<file path="config.mk">
export PLATFORM = sky130hd
export DESIGN_NAME = sprite_frame_sequencer
export DESIGN_NICKNAME = d
export VERILOG_FILES = /design/src/rtl/core/sfs_pkg.sv /design/src/rtl/core/sfs_frame_mem.sv /design/src/rtl/core/sfs_divider.sv /design/src/rtl/core/sprite_frame_sequencer.sv
export SDC_FILE = /design/constraint.sdc
export NUM_CORES = 2
export LEC_CHECK = 0
export BUFFER_PORTS_ARGS = -buffer_cell sky130_fd_sc_hd__buf_4
export CORE_ASPECT_RATIO = 1.5
export CORE_MARGIN = 2
export CORE_UTILIZATION = 30
export DETAILED_ROUTE_END_ITERATION = 7
export HOLD_SLACK_MARGIN = 0.1
export PLACE_DENSITY = 0.43
export SKIP_LAST_GASP = 1
export SLEW_MARGIN = 20
export SYNTH_ARGS = -nofsm -noshare
export SYNTH_HDL_FRONTEND = slang
export SYNTH_HIERARCHICAL = 1
export SYNTH_SLANG_ARGS = --single-unit
export TNS_END_PERCENT = 5
</file>
<file path="constraint.sdc">
create_clock -name i_clk -period 15.96 [get_ports i_clk]
set_input_delay 2.394 -clock i_clk [delete_from_list [all_inputs] [get_ports i_clk]]
set_output_delay 2.394 -clock i_clk [all_outputs]
set_load 0.005 [all_outputs]
</file>
<file path="src/rtl/core/sfs_pkg.sv">
// Shared types and constants for the sprite frame sequencer.
// No dependencies; imported by every module of the block.
package sfs_pkg;

    localparam int SPRITE_W       = 16;
    localparam int LEN_W          = 16;
    localparam int TIME_W         = 22;
    localparam int STEP_W         = 32;  // elapsed times speed
    localparam int SUM_W          = 25;  // play time plus scaled step
    localparam int POS_W          = 6;
    localparam int CFG_W          = 16;
    localparam int CFG_IDX_W      = 2;
    localparam int MAX_FRAMES_DEF = 64;

    localparam logic [TIME_W-1:0] TIME_MAX = {TIME_W{1'b1}};

    localparam logic [1:0] FUNC_APPEND  = 2'd0;
    localparam logic [1:0] FUNC_INSERT  = 2'd1;
    localparam logic [1:0] FUNC_ADVANCE = 2'd2;
    localparam logic [1:0] FUNC_RESTART = 2'd3;

    localparam logic [1:0] WRAP_CLAMP    = 2'd0;
    localparam logic [1:0] WRAP_LOOP     = 2'd1;
    localparam logic [1:0] WRAP_PINGPONG = 2'd2;

    localparam logic [CFG_IDX_W-1:0] CFG_WRAP_MODE  = 2'd0;
    localparam logic [CFG_IDX_W-1:0] CFG_START_REV  = 2'd1;
    localparam logic [CFG_IDX_W-1:0] CFG_PLAY_SPEED = 2'd2;

    localparam logic [15:0] SPEED_ONE = 16'd256;

    typedef struct packed {
        logic [SPRITE_W-1:0] sprite;
        logic [LEN_W-1:0]    length;
    } t_frame;

endpackage

</file>
<file path="src/rtl/core/sfs_frame_mem.sv">
// Frame table: one synchronous memory of sprite/duration pairs.
// One write port, one read port with registered data. Uses sfs_pkg.
module sfs_frame_mem #(
    parameter int MAX_FRAMES = sfs_pkg::MAX_FRAMES_DEF
) (
    input  logic                          i_clk,
    input  logic                          i_we,
    input  logic [$clog2(MAX_FRAMES)-1:0] i_waddr,
    input  sfs_pkg::t_frame               i_wdata,
    input  logic [$clog2(MAX_FRAMES)-1:0] i_raddr,
    output sfs_pkg::t_frame               o_rdata
);
    import sfs_pkg::*;

    t_frame r_mem [MAX_FRAMES];
    t_frame r_rdata;

    always_ff @(posedge i_clk) begin
        if (i_we) begin
            r_mem[i_waddr] <= i_wdata;
        end
        r_rdata <= r_mem[i_raddr];
    end

    assign o_rdata = r_rdata;

endmodule

</file>
<file path="src/rtl/core/sfs_divider.sv">
// Bit-serial remainder unit: one quotient bit per cycle.
// Uses sfs_pkg for widths.
module sfs_divider (
    input  logic                      i_clk,
    input  logic                      i_rst_n,
    input  logic                      i_start,
    input  logic [sfs_pkg::SUM_W-1:0] i_dividend,
    input  logic [sfs_pkg::TIME_W-1:0] i_divisor,
    output logic                      o_done,
    output logic [sfs_pkg::TIME_W-1:0] o_rem
);
    import sfs_pkg::*;

    localparam int CNT_W = $clog2(SUM_W + 1);

    logic [TIME_W-1:0] r_rem;
    logic [SUM_W-1:0]  r_q;
    logic [TIME_W-1:0] r_div;
    logic [CNT_W-1:0]  r_cnt;
    logic              r_busy;
    logic              r_done;
    logic [TIME_W:0]   shifted;
    logic [TIME_W:0]   diff;
    logic [TIME_W-1:0] n_rem;

    always_comb begin
        shifted = {r_rem, r_q[SUM_W-1]};
        diff    = shifted - {1'b0, r_div};
        n_rem   = (shifted >= {1'b0, r_div}) ? diff[TIME_W-1:0] : shifted[TIME_W-1:0];
    end

    always_ff @(posedge i_clk) begin
        if (!i_rst_n) begin
            r_busy <= 1'b0;
            r_done <= 1'b0;
            r_cnt  <= '0;
        end else begin
            r_done <= 1'b0;
            if (i_start) begin
                r_rem  <= '0;
                r_q    <= i_dividend;
                r_div  <= i_divisor;
                r_cnt  <= CNT_W'(SUM_W);
                r_busy <= 1'b1;
            end else if (r_busy) begin
                r_rem <= n_rem;
                r_q   <= {r_q[SUM_W-2:0], 1'b0};
                r_cnt <= r_cnt - 1'b1;
                if (r_cnt == CNT_W'(1)) begin
                    r_busy <= 1'b0;
                    r_done <= 1'b1;
                end
            end
        end
    end

    assign o_done = r_done;
    assign o_rem  = r_rem;

endmodule

</file>
<file path="src/rtl/core/sprite_frame_sequencer.sv">
// Sprite frame sequencer: a table of frames (sprite id, duration) in one
// synchronous memory, a running total and a play time with clamp, loop or
// ping-pong wrap. One item at a time; each gives one result word. Append and
// restart go straight to the lookup; insert first shifts the frames from the
// position up (each step reads one entry and writes the one read before) and
// then writes the new frame; advance multiplies, adds and wraps and, in loop or
// ping-pong mode, runs the bit-serial remainder. The lookup walks the table
// at one frame per cycle through the read port.
// A new word is taken while the previous result still waits on the output.
module sprite_frame_sequencer #(
    parameter int MAX_FRAMES = sfs_pkg::MAX_FRAMES_DEF
) (
    input  logic        i_clk,
    input  logic        i_rst_n,
    input  logic        s_axis_tvalid,
    output logic        s_axis_tready,
    // frame_present[0], sprite_id[16:1], frame_duration[32:17],
    // position[38:33], elapsed[54:39], zero fill
    input  logic [55:0] s_axis_tdata,
    // func[1:0]
    input  logic [1:0]  s_axis_tuser,
    output logic        m_axis_tvalid,
    input  logic        m_axis_tready,
    // accepted[0], frame_valid[1], shown_sprite[17:2],
    // play_time_out[39:18], reversed_out[40], zero fill
    output logic [47:0] m_axis_tdata,
    input  logic        i_cfg_we,
    input  logic [sfs_pkg::CFG_IDX_W-1:0] i_cfg_addr,
    input  logic [sfs_pkg::CFG_W-1:0]     i_cfg_wdata
);
    import sfs_pkg::*;

    localparam int AW = $clog2(MAX_FRAMES);
    localparam int CW = AW + 1;
    localparam int PW = (CW > POS_W) ? CW : POS_W;
    localparam int SW = (LEN_W + CW > TIME_W) ? LEN_W + CW : TIME_W;

    typedef enum logic [3:0] {
        ST_IDLE, ST_SHIFT, ST_SHIFT_END, ST_INS_WR, ST_MUL, ST_ADD, ST_WRAP,
        ST_DIV, ST_LOOK_INIT, ST_LOOK, ST_LAST, ST_DONE
    } t_state;

    t_state r_state;

    logic [1:0]  r_wrap;
    logic        r_start_rev;
    logic [15:0] r_speed;

    logic [SPRITE_W-1:0] r_sprite_in;
    logic [LEN_W-1:0]    r_dur_in;
    logic [POS_W-1:0]    r_pos;
    logic [15:0]         r_elapsed;

    logic [CW-1:0]     r_count;
    logic [TIME_W-1:0] r_total;
    logic [TIME_W-1:0] r_pt;
    logic              r_rev;
    logic              r_acc;

    logic [CW-1:0]     r_i;
    logic [AW-1:0]     r_wa;
    logic              r_wv;
    logic [SW-1:0]     r_start;
    logic              r_cv;
    logic [STEP_W-1:0] r_prod;
    logic [SUM_W-1:0]  r_t;
    logic [SPRITE_W-1:0] r_shown;

    logic        r_ov;
    logic [47:0] r_odata;

    logic          mem_we;
    logic [AW-1:0] mem_wa;
    t_frame        mem_wd;
    logic [AW-1:0] mem_ra;
    t_frame        mem_rd;

    logic              div_start;
    logic              div_done;
    logic [TIME_W-1:0] div_rem;

    logic [TIME_W:0]   total_sum;
    logic [TIME_W-1:0] total_sat;
    logic [CW-1:0]     look_idx;
    logic [CW-1:0]     last_idx;
    logic [SW-1:0]     look_end;
    logic              look_hit;
    logic              ins_ok;
    logic              in_fire;
    logic              wrap_div;

    sfs_frame_mem #(.MAX_FRAMES(MAX_FRAMES)) u_mem (
        .i_clk   (i_clk),
        .i_we    (mem_we),
        .i_waddr (mem_wa),
        .i_wdata (mem_wd),
        .i_raddr (mem_ra),
        .o_rdata (mem_rd)
    );

    sfs_divider u_div (
        .i_clk      (i_clk),
        .i_rst_n    (i_rst_n),
        .i_start    (div_start),
        .i_dividend (r_t),
        .i_divisor  (r_total),
        .o_done     (div_done),
        .o_rem      (div_rem)
    );

    assign in_fire       = s_axis_tvalid && s_axis_tready;
    assign s_axis_tready = (r_state == ST_IDLE);
    assign m_axis_tvalid = r_ov;
    assign m_axis_tdata  = r_odata;

    assign total_sum = {1'b0, r_total} + {{(TIME_W + 1 - LEN_W){1'b0}}, r_dur_in};
    assign total_sat = total_sum[TIME_W] ? TIME_MAX : total_sum[TIME_W-1:0];
    assign last_idx  = r_count - 1'b1;
    assign look_idx  = r_rev ? (last_idx - r_i) : r_i;
    assign look_end  = r_start + {{(SW - LEN_W){1'b0}}, mem_rd.length};
    assign look_hit  = r_cv && ({{(SW - TIME_W){1'b0}}, r_pt} < look_end);
    assign ins_ok    = s_axis_tdata[0]
                     && ({{(PW - POS_W){1'b0}}, s_axis_tdata[38:33]}
                         < {{(PW - CW){1'b0}}, r_count})
                     && (r_count < CW'(MAX_FRAMES));
    assign wrap_div  = (r_wrap == WRAP_LOOP || r_wrap == WRAP_PINGPONG)
                     && (r_total != '0);
    assign div_start = (r_state == ST_WRAP) && wrap_div;

    // memory port steering
    always_comb begin
        mem_we = 1'b0;
        mem_wa = r_wa;
        mem_wd = mem_rd;
        mem_ra = last_idx[AW-1:0];
        unique case (r_state)
            ST_IDLE: begin
                mem_we = in_fire && (s_axis_tuser == FUNC_APPEND) && s_axis_tdata[0]
                       && (r_count < CW'(MAX_FRAMES));
                mem_wa = r_count[AW-1:0];
                mem_wd = '{sprite: s_axis_tdata[16:1], length: s_axis_tdata[32:17]};
            end
            ST_SHIFT: begin
                mem_we = r_wv;
                mem_ra = last_idx[AW-1:0] - last_idx[AW-1:0] + (r_i[AW-1:0] - 1'b1);
            end
            ST_SHIFT_END: begin
                mem_we = r_wv;
            end
            ST_INS_WR: begin
                mem_we = 1'b1;
                mem_wa = AW'(r_pos);
                mem_wd = '{sprite: r_sprite_in, length: r_dur_in};
            end
            ST_LOOK: begin
                mem_ra = (r_i < r_count) ? look_idx[AW-1:0] : last_idx[AW-1:0];
            end
            default: begin
                mem_we = 1'b0;
            end
        endcase
    end

    always_ff @(posedge i_clk) begin
        if (!i_rst_n) begin
            r_state     <= ST_IDLE;
            r_wrap      <= WRAP_CLAMP;
            r_start_rev <= 1'b0;
            r_speed     <= SPEED_ONE;
            r_count     <= '0;
            r_total     <= '0;
            r_pt        <= '0;
            r_rev       <= 1'b0;
            r_wv        <= 1'b0;
            r_cv        <= 1'b0;
            r_ov        <= 1'b0;
        end else begin
            if (i_cfg_we) begin
                unique case (i_cfg_addr)
                    CFG_WRAP_MODE:  r_wrap      <= i_cfg_wdata[1:0];
                    CFG_START_REV:  r_start_rev <= i_cfg_wdata[0];
                    CFG_PLAY_SPEED: r_speed     <= i_cfg_wdata;
                    default: ;
                endcase
            end
            if (r_ov && m_axis_tready && r_state != ST_DONE) begin
                r_ov <= 1'b0;
            end

            unique case (r_state)
                ST_IDLE: begin
                    if (in_fire) begin
                        r_sprite_in <= s_axis_tdata[16:1];
                        r_dur_in    <= s_axis_tdata[32:17];
                        r_pos       <= s_axis_tdata[38:33];
                        r_elapsed   <= s_axis_tdata[54:39];
                        r_acc       <= 1'b0;
                        r_wv        <= 1'b0;
                        unique case (s_axis_tuser)
                            FUNC_APPEND: begin
                                if (mem_we) begin
                                    r_count <= r_count + 1'b1;
                                    r_total <= (({1'b0, r_total}
                                        + {{(TIME_W + 1 - LEN_W){1'b0}},
                                           s_axis_tdata[32:17]}) > {1'b0, TIME_MAX})
                                        ? TIME_MAX
                                        : r_total + {{(TIME_W - LEN_W){1'b0}},
                                                     s_axis_tdata[32:17]};
                                    r_acc   <= 1'b1;
                                end
                                r_state <= ST_LOOK_INIT;
                            end
                            FUNC_INSERT: begin
                                r_i     <= r_count;
                                r_state <= ins_ok ? ST_SHIFT : ST_LOOK_INIT;
                            end
                            FUNC_ADVANCE: begin
                                r_state <= ST_MUL;
                            end
                            default: begin
                                r_pt    <= '0;
                                r_rev   <= r_start_rev;
                                r_state <= ST_LOOK_INIT;
                            end
                        endcase
                    end
                end
                ST_SHIFT: begin
                    // read entry i-1 now, write it to i next cycle
                    r_wv <= 1'b1;
                    r_wa <= r_i[AW-1:0];
                    r_i  <= r_i - 1'b1;
                    if (r_i - 1'b1 == CW'(r_pos)) begin
                        r_state <= ST_SHIFT_END;
                    end
                end
                ST_SHIFT_END: begin
                    r_wv    <= 1'b0;
                    r_state <= ST_INS_WR;
                end
                ST_INS_WR: begin
                    r_count <= r_count + 1'b1;
                    r_total <= total_sat;
                    r_acc   <= 1'b1;
                    r_state <= ST_LOOK_INIT;
                end
                ST_MUL: begin
                    r_prod  <= r_elapsed * r_speed;
                    r_state <= ST_ADD;
                end
                ST_ADD: begin
                    r_t <= {{(SUM_W - TIME_W){1'b0}}, r_pt}
                         + {1'b0, r_prod[STEP_W-1:8]};
                    r_state <= ST_WRAP;
                end
                ST_WRAP: begin
                    r_state <= wrap_div ? ST_DIV : ST_LOOK_INIT;
                    case (r_wrap) inside
                        WRAP_CLAMP: begin
                            r_pt <= (r_t >= {{(SUM_W - TIME_W){1'b0}}, r_total})
                                  ? r_total : r_t[TIME_W-1:0];
                        end
                        WRAP_LOOP, WRAP_PINGPONG: begin
                            if (!wrap_div) begin
                                r_pt <= '0;
                            end else if (r_wrap == WRAP_PINGPONG
                                && r_t >= {{(SUM_W - TIME_W){1'b0}}, r_total}) begin
                                r_rev <= !r_rev;
                            end
                        end
                        default: ;
                    endcase
                end
                ST_DIV: begin
                    if (div_done) begin
                        r_pt    <= div_rem;
                        r_state <= ST_LOOK_INIT;
                    end
                end
                ST_LOOK_INIT: begin
                    r_i     <= '0;
                    r_start <= '0;
                    r_cv    <= 1'b0;
                    r_shown <= '0;
                    r_state <= (r_count == '0) ? ST_DONE : ST_LOOK;
                end
                ST_LOOK: begin
                    if (look_hit) begin
                        r_shown <= mem_rd.sprite;
                        r_cv    <= 1'b0;
                        r_state <= ST_DONE;
                    end else begin
                        if (r_cv) begin
                            r_start <= look_end;
                        end
                        if (r_i < r_count) begin
                            r_i  <= r_i + 1'b1;
                            r_cv <= 1'b1;
                        end else begin
                            // no frame covers the time: fetch the last one
                            r_cv    <= 1'b0;
                            r_state <= ST_LAST;
                        end
                    end
                end
                ST_LAST: begin
                    r_shown <= mem_rd.sprite;
                    r_state <= ST_DONE;
                end
                ST_DONE: begin
                    if (!r_ov || m_axis_tready) begin
                        r_ov    <= 1'b1;
                        r_odata <= {7'd0, r_rev, r_pt, r_shown,
                                    (r_count != '0), r_acc};
                        r_state <= ST_IDLE;
                    end
                end
                default: r_state <= ST_IDLE;
            endcase
        end
    end

endmodule
</file>
-- Word level (Yosys, flattened, before mapping)
Memory sizes are Yosys's and may differ from the RTL's. A register that Yosys moved wholly into a read port is not among the register bits.
Cells that the tools add are included.
- bits in writable memories: 2048
- logic and storage cells: 225
- memory bits (read-only): 0
- register bits: 359
- latch bits: 0
- memories kept: 1
- $mul: 1
- shift-type cells: 0
- bitwise operators: 2
- magnitude comparators: 7
- multiplexer cells: 75
- add/sub/neg operators: 15
- equality and inequality tests: 39
- divide/modulo/power cells: 0
- reductions and logical operators: 55
- memories (memory ; words ; bits a word ; read ports ; clocked after Yosys merged registers in ; wr ports ; line ; RTL):
    u_mem.r_mem ; 64 ; 32 ; 1 ; 1 ; 1 ; sfs_frame_mem.sv:15 ; t_frame r_mem [MAX_FRAMES];
- operators with widths (cell ; count):
    two-way mux 22 bit ; 14
    case mux 22 bit (3 select lines) ; 1
    case mux 32 bit (2 select lines) ; 1
    two-way mux 25 bit ; 2
    two-way mux 7 bit ; 7
    case mux 16 bit (3 select lines) ; 1
    case mux 4 bit (12 select lines) ; 1
    adder 22 x 16 -> 23 bit ; 2
    two-way mux 23 bit ; 2
    case mux 23 bit (2 select lines) ; 1
    case mux 22 bit (2 select lines) ; 1
    multiplier 16 x 16 -> 32 bit ; 1
    two-way mux 4 bit ; 8
    case mux 7 bit (4 select lines) ; 1
    adder 22 x 24 -> 25 bit ; 1
    greater-or-equal comparator 25 x 22 -> 1 bit ; 1
    case mux 6 bit (2 select lines) ; 2
    adder 23 x 16 -> 23 bit ; 1
    greater-or-equal comparator 23 x 22 -> 1 bit ; 1
    > comparator 23 x 22 -> 1 bit (second input constant) ; 1
    < comparator 22 x 23 -> 1 bit ; 1
    adder 22 x 16 -> 22 bit ; 1
    nonzero test 22 bit ; 1
    subtractor 22 bit ; 1
    other kinds (51) ; 140

-- Depth between registers and ports, before layout
- word-level depth: 10
- mapped depth: 25
- depth with buffers taken out: 23

-- Cells and area by module
Netlist, hierarchy kept.
- modules (own cells, without submodules) (module ; instances ; cells each ; area an instance (µm²) ; sequential area each (µm²)):
    sfs_frame_mem ; 1 ; 3511 ; 79039.6 ; 62139.6
    sprite_frame_sequencer ; 1 ; 2634 ; 24858.8 ; 7477.2
    sfs_divider ; 1 ; 350 ; 4210.3 ; 2212.1

-- Worst setup path before layout
OpenSTA, ideal clock, no wires.
- path kind: register -> register
- start: reg r_speed[9]
- end: reg r_prod[31] (data pin)
- stages on the path, launching flop included: 26
- data required time: 15700 ps
- library setup time: 260 ps
- path buffers: 2
- data arrival time: 5813 ps
- clock period less this slack: 6073 ps
- slack: 9887 ps
- cell sequence: dfxtp_1 -> clkbuf_1 -> clkbuf_1 -> nand2_1 -> fa_1 -> inv_1 -> fa_1 -> inv_1 -> fa_1 -> inv_1 -> fa_1 -> fa_1 -> inv_1 -> fa_1 -> inv_1 -> ha_1 -> a21o_1 -> a21o_1 -> a21o_1 -> a211oi_1 -> o21ai_1 -> a21oi_2 -> a21oi_1 -> a21o_1 -> a21oi_2 -> xnor2_1
- cells in the longest elaborated chain, start to end: 1
- RTL lines (what ; line ; RTL):
    start: declaration ; sprite_frame_sequencer.sv:47 ; logic [15:0] r_speed;
    start signal: assignment ; sprite_frame_sequencer.sv:182 ; CFG_PLAY_SPEED: r_speed <= i_cfg_wdata;
    multiplier 16 x 16 -> 32 bit ; sprite_frame_sequencer.sv:248 ; r_prod <= r_elapsed * r_speed;
    end signal: assignment ; sprite_frame_sequencer.sv:248 ;
    end: declaration ; sprite_frame_sequencer.sv:65 ; logic [STEP_W-1:0] r_prod;
No other way between the ends.
A chain may end at the register's enable or synchronous reset.

-- Worst setup path after layout
- start: reg r_elapsed[10]
- end: reg r_prod[24] (data pin)
- cells in the longest elaborated chain, start to end: 1
- RTL lines (what ; line ; RTL):
    start: declaration ; sprite_frame_sequencer.sv:52 ; logic [15:0] r_elapsed;
    start signal: assignment ; sprite_frame_sequencer.sv:196 ; r_elapsed <= s_axis_tdata[54:39];
    multiplier 16 x 16 -> 32 bit ; sprite_frame_sequencer.sv:248 ;
No other way between the ends.

==> metrics.txt <==
die area=365000 um^2; Post-CTS Setup Inserts=0; max-cap violation count=0; Leakage=42.5 nW; R2R Setup Slk=9.17 ns; drt wl/cell=28.2 um; Via-to-Cell Ratio=5.06; CTS sink cnt=2431; hold worst-path end=m_axis_tdata[8]; Synth cell types=112; Worst-Margin Slew=1.10 ns; startpoint types=register; largest net degree at the start of global routing=103; number of cell rows=270; Yosys warning count=6; vias=59100; Worst Skew=0.0847 ns; post-route met1 wirelength=127000 um; H-tree Lvls=4; final setup fails=0; worst r2r dst=r_prod[24]; Clock Pin Slew Worst Setup and Hold Paths=0.06 ns; post-route clock period utilization=0.425; Rel. slew slack=0.264; met3 wire len=11700 um; drt first pass iters=7; first-pass GRT wire length=468000 um; layout cells sized above 1=0.186; Clk Tree Root Cell=clkbuf_16; R2R Path Start=r_elapsed[10]; Total Wirelength=329000 um; Crit Path Category=reg -> reg; post-CTS resize count=0; Hold Startpoint=r_shown[6]; Layout area overhead=13.7%; Final ANT Viol Nets=0; initial antenna violation count=14; Die W=494 um; Post-synth top cells=edfxtp_1, mux4_2, nand2_1; CTS Hold Buffers Added=0; Critical Path RT=16.64 ns; Nets=7277; VDD IR max=159 uV; Main synth FF type=edfxtp_1; register area=71800 um^2; # IOs=131; # DRC=0; area of placed instances=115000 um^2; Final Wtd Congestion=0.853; Max Used Layer=met5; cell area after synthesis=108000 um^2; Post-Syn Instances=6495; HP Class=reg -> reg; R2R depth=20; Multi-input gate area=34100 um^2; setup TNS=0 ns; HPWL Detailed=209000 um; CTS tree=yes; Synth area leader=edfxtp_1; post-synthesis sequential area ratio=0.664; CTS Buf Count=239; most frequent cell after synthesis=edfxtp_1; Crit Path Max Fanout=16; number of global-route vias before repair=62700; Starting Density=0.301; core footprint=359000 um^2; power density over cell area=187 nW/um^2; Port Buffer Count=122; Critical Path End Type=register; Total GRT Usage=0.177; Design Area, Final=123000 um^2; Syn Area/Cell=16.6 um^2; clk buf depth=4; final hold vios=0; top post-synthesis cells by area=edfxtp_1, mux4_2, fa_1, ha_1, dfxtp_1; unrepaired setup endpoints after global routing=false; Hold Path Depth=0; Post-synth ARST share=0; # fillers=34500; Post-synth EDFFs=2314; achievable frequency=147 MHz; Clock Latency Late Sink=0.94 ns; top-area cell type share of the netlist area=0.643; #FFs+latches synth=2431; Worst Path Arrival=7.46 ns; fin crit period=6.79 ns; met2 wire length=178000 um; Vert. Die Dim=739 um; status=finished, final reports clean; GRT overflow=0; Slew Limit Fails=0; DRT iter0 DRCs=4242
## worst max-delay path by stage
stage	start	endpoint	slack, ns	depth (start not counted)
2_1_floorplan	r_speed[9]	r_prod[31]	9.89	25
3_3_place_gp	r_state[0]	u_mem/o_rdata[31]	8.86	12
3_5_place_dp	r_state[0]	u_mem/o_rdata[31]	8.88	12
4_1_cts	r_state[0]	u_mem/o_rdata[31]	8.87	12
5_1_grt	r_state[0]	u_mem/o_rdata[9]	8.84	13
6_report	r_elapsed[10]	r_prod[24]	9.17	20
## worst max-delay path, stage by stage (launching register included)
cell and delay [ns]:
edfxtp_1 0.96, nand2_1 0.19, fa_1 0.54, fa_1 0.57
fa_1 0.45, fa_1 0.56, inv_1 0.06, fa_1 0.49
inv_1 0.06, fa_1 0.48, inv_1 0.05, ha_1 0.35
a21oi_1 0.10, o21ai_0 0.27, a41oi_2 0.10, o21ai_1 0.32
nand3_1 0.18, a21boi_0 0.33, o21a_1 0.18, nor2_1 0.05
xnor2_1 0.29
## per-layer routing
| metal | GRT usage | up-vias |
|---|---|---|
| met1 | 0.207 | 31700 |
| met2 | 0.333 | 1267 |
| met5 | 0 | - |
| li1 | - | 25700 |
| met3 | 0.0205 | 447 |
| met4 | 0.0586 | 2 |
## sequential cells by signal (all words and copies together), names as in the netlist, 2 cells and up
register	cells
m_axis_tdata	41
r_count	7
r_dur_in	16
r_elapsed	16
r_i	7
r_pos	6
r_prod	24
r_pt	22
r_shown	16
r_speed	16
r_sprite_in	16
r_start	23
r_state	4
r_t	25
r_total	22
r_wa	6
r_wrap	2
u_div/o_rem	22
u_div/r_cnt	5
u_div/r_div	22
u_div/r_q	25
u_mem/o_rdata	32
u_mem/r_mem	2048
## logic make-up (layout without fill, tap and decap cells)
logic type / after synthesis / count (layout) / synth area share
and+or+nand+nor: 1201 / 1201 / 0.0532
buffers and inverters: 653 / 1063 / 0.0281
muxes: 678 / 678 / 0.115
other: 1 / 16 / 0.0000347
xor gates and xnor gates: 132 / 132 / 0.0107
adders and majority gates: 481 / 481 / 0.0696
AOI/OAI and AO/OA: 918 / 918 / 0.0594
DFF: 2431 / 2431 / 0.664
## where the power goes
group	switching, mW	internal (mW)	leakage [nW]	total (mW)
Combinational	5.57	2.60	16.9	8.18
Sequential	0.247	8.94	21.9	9.19
Clock	2.50	3.07	3.67	5.57
Total	8.32	14.6	42.5	22.9
## cell type report
| type | count | area share |
|---|---|---|
| multi-input combinational | 3417 | 0.277 |
| clock inverter | 134 | 0.00996 |
| timing repair buffer | 288 | 0.0183 |
| tap | 4760 | 0.0484 |
| clock buffer | 303 | 0.0513 |
| inverter | 338 | 0.0103 |
| sequential | 2431 | 0.584 |
| antenna | 9 | 0.000183 |
## metrics by stage
step / hold WS [ns] / power [mW] / setup WS (ns) / util / std cells
after floorplan: 0.400 / 14.5 / 9.89 / - / 6501
after detailed placement: 0.405 / 17.7 / 8.88 / 0.321 / 11200
after CTS: 0.421 / 23.3 / 8.87 / 0.342 / 11700
after global placement: 0.411 / 17.5 / 8.86 / 0.321 / 11200
after global routing: 0.441 / 24.0 / 8.84 / 0.342 / 11700
final: 0.419 / 22.9 / 9.17 / 0.342 / 11700
## cells in the final DEF (no fill, tap or decap), drive strengths merged, types with 34 or more instances in the layout
cell type  count
a221oi        38
and2         121
o21a          38
clkinv       101
a31oi         34
o22ai         53
dfxtp        117
fa           200
mux4         446
nand2        440
buf          288
and3          38
a22oi        165
nor2b         36
edfxtp      2314
nor3          60
nor2         269
xnor2         77
inv          345
o21ai        165
a21o          56
xor2          55
nand3         87
a21oi        163
ha           281
mux2i        207
clkbuf       303
Power figures use the tool's default switching activity.
